--- src/sv/tpc_pkg.sv ---
// ----------------------------------------------------------------------------
// tpc_pkg: shared types and constants of the triangle plane clipper
// Register map, fixed field widths and the control word handed to the merge.
// ----------------------------------------------------------------------------
package tpc_pkg;

    // Fixed field widths
    localparam int NRM_W  = 18;
    localparam int OFS_W  = 20;
    localparam int TAG_W  = 16;
    localparam int SLOT_W = 2;
    localparam int SIZE_W = 3;
    localparam int ADDR_W = 4;

    // Number of vertices and edges of a triangle
    localparam int NUM_LANES = 3;

    // Register indexes (byte address / 4)
    localparam logic [1:0] REG_NORMAL_X = 2'd0;
    localparam logic [1:0] REG_NORMAL_Y = 2'd1;
    localparam logic [1:0] REG_NORMAL_Z = 2'd2;
    localparam logic [1:0] REG_OFFSET   = 2'd3;

    // Reset values
    localparam logic signed [NRM_W-1:0] NORMAL_X_RST = 18'sd0;
    localparam logic signed [NRM_W-1:0] NORMAL_Y_RST = 18'sd65536;
    localparam logic signed [NRM_W-1:0] NORMAL_Z_RST = 18'sd0;
    localparam logic signed [OFS_W-1:0] OFFSET_RST   = 20'sd65536;

    // Control word that travels with a triangle into the merge stage
    typedef struct packed {
        logic       vld;
        logic [2:0] in_mask;
    } tpc_ctl_t;

endpackage

--- src/sv/tpc_dist.sv ---
// ----------------------------------------------------------------------------
// tpc_dist: signed plane distance of one vertex
// Two stages: three normal products, then the sum minus the scaled offset.
// ----------------------------------------------------------------------------
module tpc_dist
    import tpc_pkg::*;
#(
    parameter int CW = 20,
    parameter int DW = 46
) (
    input  logic                    aclk,
    input  logic                    en,
    input  logic signed [NRM_W-1:0] nrm [3],
    input  logic signed [OFS_W-1:0] ofs,
    input  logic signed [CW-1:0]    p [3],
    output logic signed [DW-1:0]    d
);

    logic signed [NRM_W+CW-1:0] prod_reg [3];
    logic signed [OFS_W-1:0]    ofs_reg;
    logic signed [DW-1:0]       d_reg;
    logic signed [DW-1:0]       d_next;

    // Multiply each coordinate by its normal component
    always_ff @(posedge aclk) begin
        if (en) begin
            for (int k = 0; k < 3; k++) begin
                prod_reg[k] <= nrm[k] * p[k];
            end
            ofs_reg <= ofs;
        end
    end

    // Sum the products and remove the offset in Q.32
    always_comb begin
        d_next = DW'(prod_reg[0]) + DW'(prod_reg[1]) + DW'(prod_reg[2])
               - (DW'(ofs_reg) <<< 16);
    end

    always_ff @(posedge aclk) begin
        if (en) begin
            d_reg <= d_next;
        end
    end

    assign d = d_reg;

endmodule

--- config.mk ---
export PLATFORM = sky130hd
export DESIGN_NAME = tpc_dist
export DESIGN_NICKNAME = d
export VERILOG_FILES = /design/src/sv/tpc_pkg.sv /design/src/sv/tpc_dist.sv
export SDC_FILE = /design/constraint.sdc
export NUM_CORES = 2
export LEC_CHECK = 0
export BUFFER_PORTS_ARGS = -buffer_cell sky130_fd_sc_hd__buf_4
export CORE_MARGIN = 8
export CORE_UTILIZATION = 62
export DETAILED_ROUTE_END_ITERATION = 12
export PLACE_DENSITY = 0.8
export SYNTH_ARGS = -nofsm -noshare
export SYNTH_HDL_FRONTEND = slang
export SYNTH_SLANG_ARGS = --single-unit
--- constraint.sdc ---
create_clock -name aclk -period 9.6 [get_ports aclk]
set_input_delay 1.44 -clock aclk [delete_from_list [all_inputs] [get_ports aclk]]
set_output_delay 1.44 -clock aclk [all_outputs]
set_load 0.01 [all_outputs]
## Word-level counts from Yosys, hierarchy flattened

Memory sizes are Yosys's and may differ from the RTL's.
Index checks and enable logic that the tools add are counted.

- Memories kept: 1
- Memory bits (writable): 114
- Output and inout port bits: 46
- Register bits: 66

- Multipliers: 3
- Multiplexer cells: 2
- Add/subtract/negate cells: 3

Memory list:

| name | words | width | read ports | clocked after Yosys merged registers in | wr ports | line | RTL |
|---|---|---|---|---|---|---|---|
| prod_reg | 3 | 38 | 3 | 0 | 3 | tpc_dist.sv:19 | `logic signed [NRM_W+CW-1:0] prod_reg [3];` |

Operator list:

| operator | count |
|---|---|
| 18-bit by 20-bit multiplier with 38-bit output | 3 |
| 40-bit by 36-bit subtractor with 41-bit output | 1 |
| 39-bit by 38-bit adder with 40-bit output | 1 |
| 38-bit by 38-bit adder with 39-bit output | 1 |
| 1-bit 2-to-1 mux | 2 |

## Longest topological paths before layout

- Depth after elaboration: 3
- Gate-level depth with buffers: 26
- Gate-level depth less buffers: 24

## Worst setup path before layout

No wires, ideal clock.

- Path type: input -> register
- From: in p[59] in the netlist's numbering
- To: mem prod_reg[0][36] in the netlist's numbering, data pin
- Path buffers: 2
- Stages: 23
- Arrival time: 7.451 ns
- Slack: 1.889 ns
- Data required time: 9.340 ns
- Cells stage by stage: clkbuf_1 clkbuf_1 nand2_1 fa_1 inv_1 fa_1 inv_1 fa_1 inv_1 fa_1 fa_1 inv_1 fa_1 inv_1 ha_1 and4_4 a221o_1 a221o_1 a311oi_2 nor3_1 a22o_1 a221oi_2 xnor2_1

RTL lines:

| item | line | RTL |
|---|---|---|
| start: declaration | tpc_dist.sv:15 | `input logic signed [CW-1:0] p [3],` |
| end: declaration | tpc_dist.sv:19 |  |

==> results by group <==
Run status
  – Status: complete, no violations

Clocking
  – Skew-Pair Late Insertion Delay: 0.44 ns
  – Clock Path Buffers: 2
  – H-Tree Depth: 4
  – CTS resizes: 0
  – Clock root cell: clkbuf_16
  – Hold_buf cts: 0
  – Post-CTS Setup Bufs: 0
  – CTS tree: yes
  – Num CTS Buffers: 17
  – Worst-path clk slew: 0.07 ns
  – Clock net sink count: 175

Global routing
  – Initial antenna violation count: 1
  – Met3 usage in global routing: 3.31%
  – Tot GR Track Use: 27.7%
  – Grt total ovfl: 0
  – GR peak layer: met2
  – Vias in the first global route: 37958
  – Maximum number of pins on one net before global-route repair: 95
  – First-pass GRT wire length: 192000 µm
  – Met2 usage: 47.7%
  – Met1 usage: 35.0%

Floorplan
  – Starting Density: 62.2%
  – Die Y: 296 µm
  – Placeable core area: 78400 µm²
  – Row count: 103
  – Die extent in x: 296 µm
  – Ports: 182
  – Die area: 87800 µm²

Synthesis
  – Most area-hungry cell type in the Yosys netlist: fa_1
  – Post-synth EDFFs: 175
  – Share of the synthesized area in the top cell type: 47.0%
  – Mapped Cells: 5054
  – Cell variety after synth: 70
  – Asr flop ratio synth: 0%
  – Seq/Total Area, Yosys: 10.8%
  – Top cells by count, synth: inv_1 (1377), fa_1 (1144), nand2_1 (548)
  – Top area cells in the synthesized netlist: fa_1 (47%), edfxtp_1 (11%), inv_1 (11%)
  – Yosys Warn Count: 0
  – Most used DFF post-synth: edfxtp_1
  – Post-synth net total: 6680
  – Flops & latches, synth: 175
  – Top-count cell post-synth: inv_1
  – Syn_area_per_cell: 9.64 µm²
  – Post-Syn Area: 48700 µm²

Drt
  – Detail Route Antenna Nets: 0
  – Drc violations: 0
  – Detailed Routing Iterations Pass 1: 6
  – Drt via density: 5.54
  – Final wirelength: 114000 µm
  – Drt wl/cell: 18.5 µm
  – DRT iter0 DRCs: 2279
  – DR vias: 34016

Setup path
  – Crit path max fanout: 20
  – Worst r2r src: prod_reg[0][1]$_DFFE_PP_
  – Crit-path slowest cell: fa_1
  – Data required, critical path: 9.79 ns
  – Worst Setup SP: nrm[18]
  – Critical path type: primary input to flop
  – Most frequent CP cell: inv_1
  – CP Capture Type: flop
  – Biggest cell delay along the critical path: 0.58 ns
  – Startpoint class of the critical path: primary input
  – Worst path arrival time: 7.82 ns
  – FF-to-FF setup slack: 5.07 ns

Final layout
  – Layout Nets: 6702
  – Fillcell total: 6222
  – Filler-free cell count of the finished design: 6139
  – Fin area: 51300 µm²
  – Ant. Diodes: 0
  – Fin util: 65.5%
  – Area Growth Syn to Fin: 5.31%
  – Max reg flops: 114
  – Fraction of layout cells with a size suffix above 1: 4.54%

Placed design
  – Placed cells: 6107
  – Global placer's final weighted congestion: 0.926
  – HPWL reported at the end of detailed placement: 93900 µm
  – PortBufs: 181
  – Area post-placement: 50700 µm²

Flow run
  – Max Cap Viol: 0

Timing
  – Final Max Tran Viols: 0
  – Clk_skew: 0.00987 ns
  – Final Setup Violations: 0
  – Final setup TNS: 0 ns
  – Slew of the pin with the lowest slew margin: 1.03 ns
  – RSZ-0062 raised after global routing: no
  – Max Clk Rate: 131 MHz
  – Endpoints failing hold: 0
  – Period utilization: 79.4%
  – Final worst path period need: 7.63 ns
  – Slew headroom: 31.4%

Worst hold path
  – Hold Path Class: flop to flop
  – Hold_sp: prod_reg[0][76]$_DFFE_PP_
==> stage by stage <==
stage          hold WS (ns)  setup WS [ns]
4_1_cts               0.846           2.00
3_3_place_gp          0.828           1.62
3_5_place_dp          0.840           1.55
6_report              0.840           1.97
2_1_floorplan         0.743           1.89
5_1_grt               0.873           1.62
==> final timing paths <==
path / endpoint / cells after the start
worst min-delay path: d[0]$_DFFE_PP_ / 3
worst max-delay path: prod_reg[0][75]$_DFFE_PP_ / 25
worst max register to register: d[35]$_DFFE_PP_ / 16
worst min register to register: d[0]$_DFFE_PP_ / 3
==> per-layer routing <==
layer	up-vias	part of all wire [%]
met5	-	0
met3	373	6.5
met4	0	5.4
met1	17458	38
met2	1331	50
li1	14854	-
==> worst max-delay path: cells and delay by family <==
kind | cells | cell delay [ns]
adder cells (fa/ha/maj) | 7 | 3.50
AND/OR/NAND/NOR | 6 | 1.29
AO/OA/AOI/OAI | 3 | 0.56
XOR/XNOR | 1 | 0.13
buffers and inverters | 8 | 0.85
==> kinds of logic (layout without fill, tap and decap cells) <==
group,count (synthesis),count (layout),share of synthesized area (%)
AOI/OAI and AO/OA,373,373,5.16
adders and majority gates,1490,1490,55.9
and+or+nand+nor,1308,1308,13.4
xor gates and xnor gates,148,148,2.66
muxes,2,2,0.0437
buffers and inverters,1558,1593,12.1
DFF,175,175,10.8
==> cell type report <==
type | count | area, µm² | share of cell area (%)
multi-input combinational | 3321 | 37600 | 73.3
sequential | 175 | 5260 | 10.2
tap | 1050 | 1310 | 2.56
timing repair buffer | 182 | 1370 | 2.67
inverter | 1379 | 5180 | 10.1
clock inverter | 15 | 176 | 0.344
clock buffer | 17 | 425 | 0.829
==> layout by cell type, fill, tap and decap left out, types with 6 or more instances in the layout <==
cell       count
clkbuf_16     17
fa_1        1144
ha_1         346
a21o_1        65
a221oi_1       6
xnor2_1      116
buf_4        181
nand2_1      548
xor2_1        32
and3_1        17
a31oi_1       14
a211oi_1      19
and2_1       536
nor2_1       103
a21oi_1      109
o21ai_0       48
edfxtp_1     175
nor2b_1       12
o21bai_1      10
nand3_1       27
inv_1       1377
o21a_1        26
o211ai_1      10
nand2b_1      26
o31ai_1        6
nor3_1        14
Power is left out: the tool's default activity adds up to more than one toggle a clock period on the data nets, which glitch-free logic cannot reach.
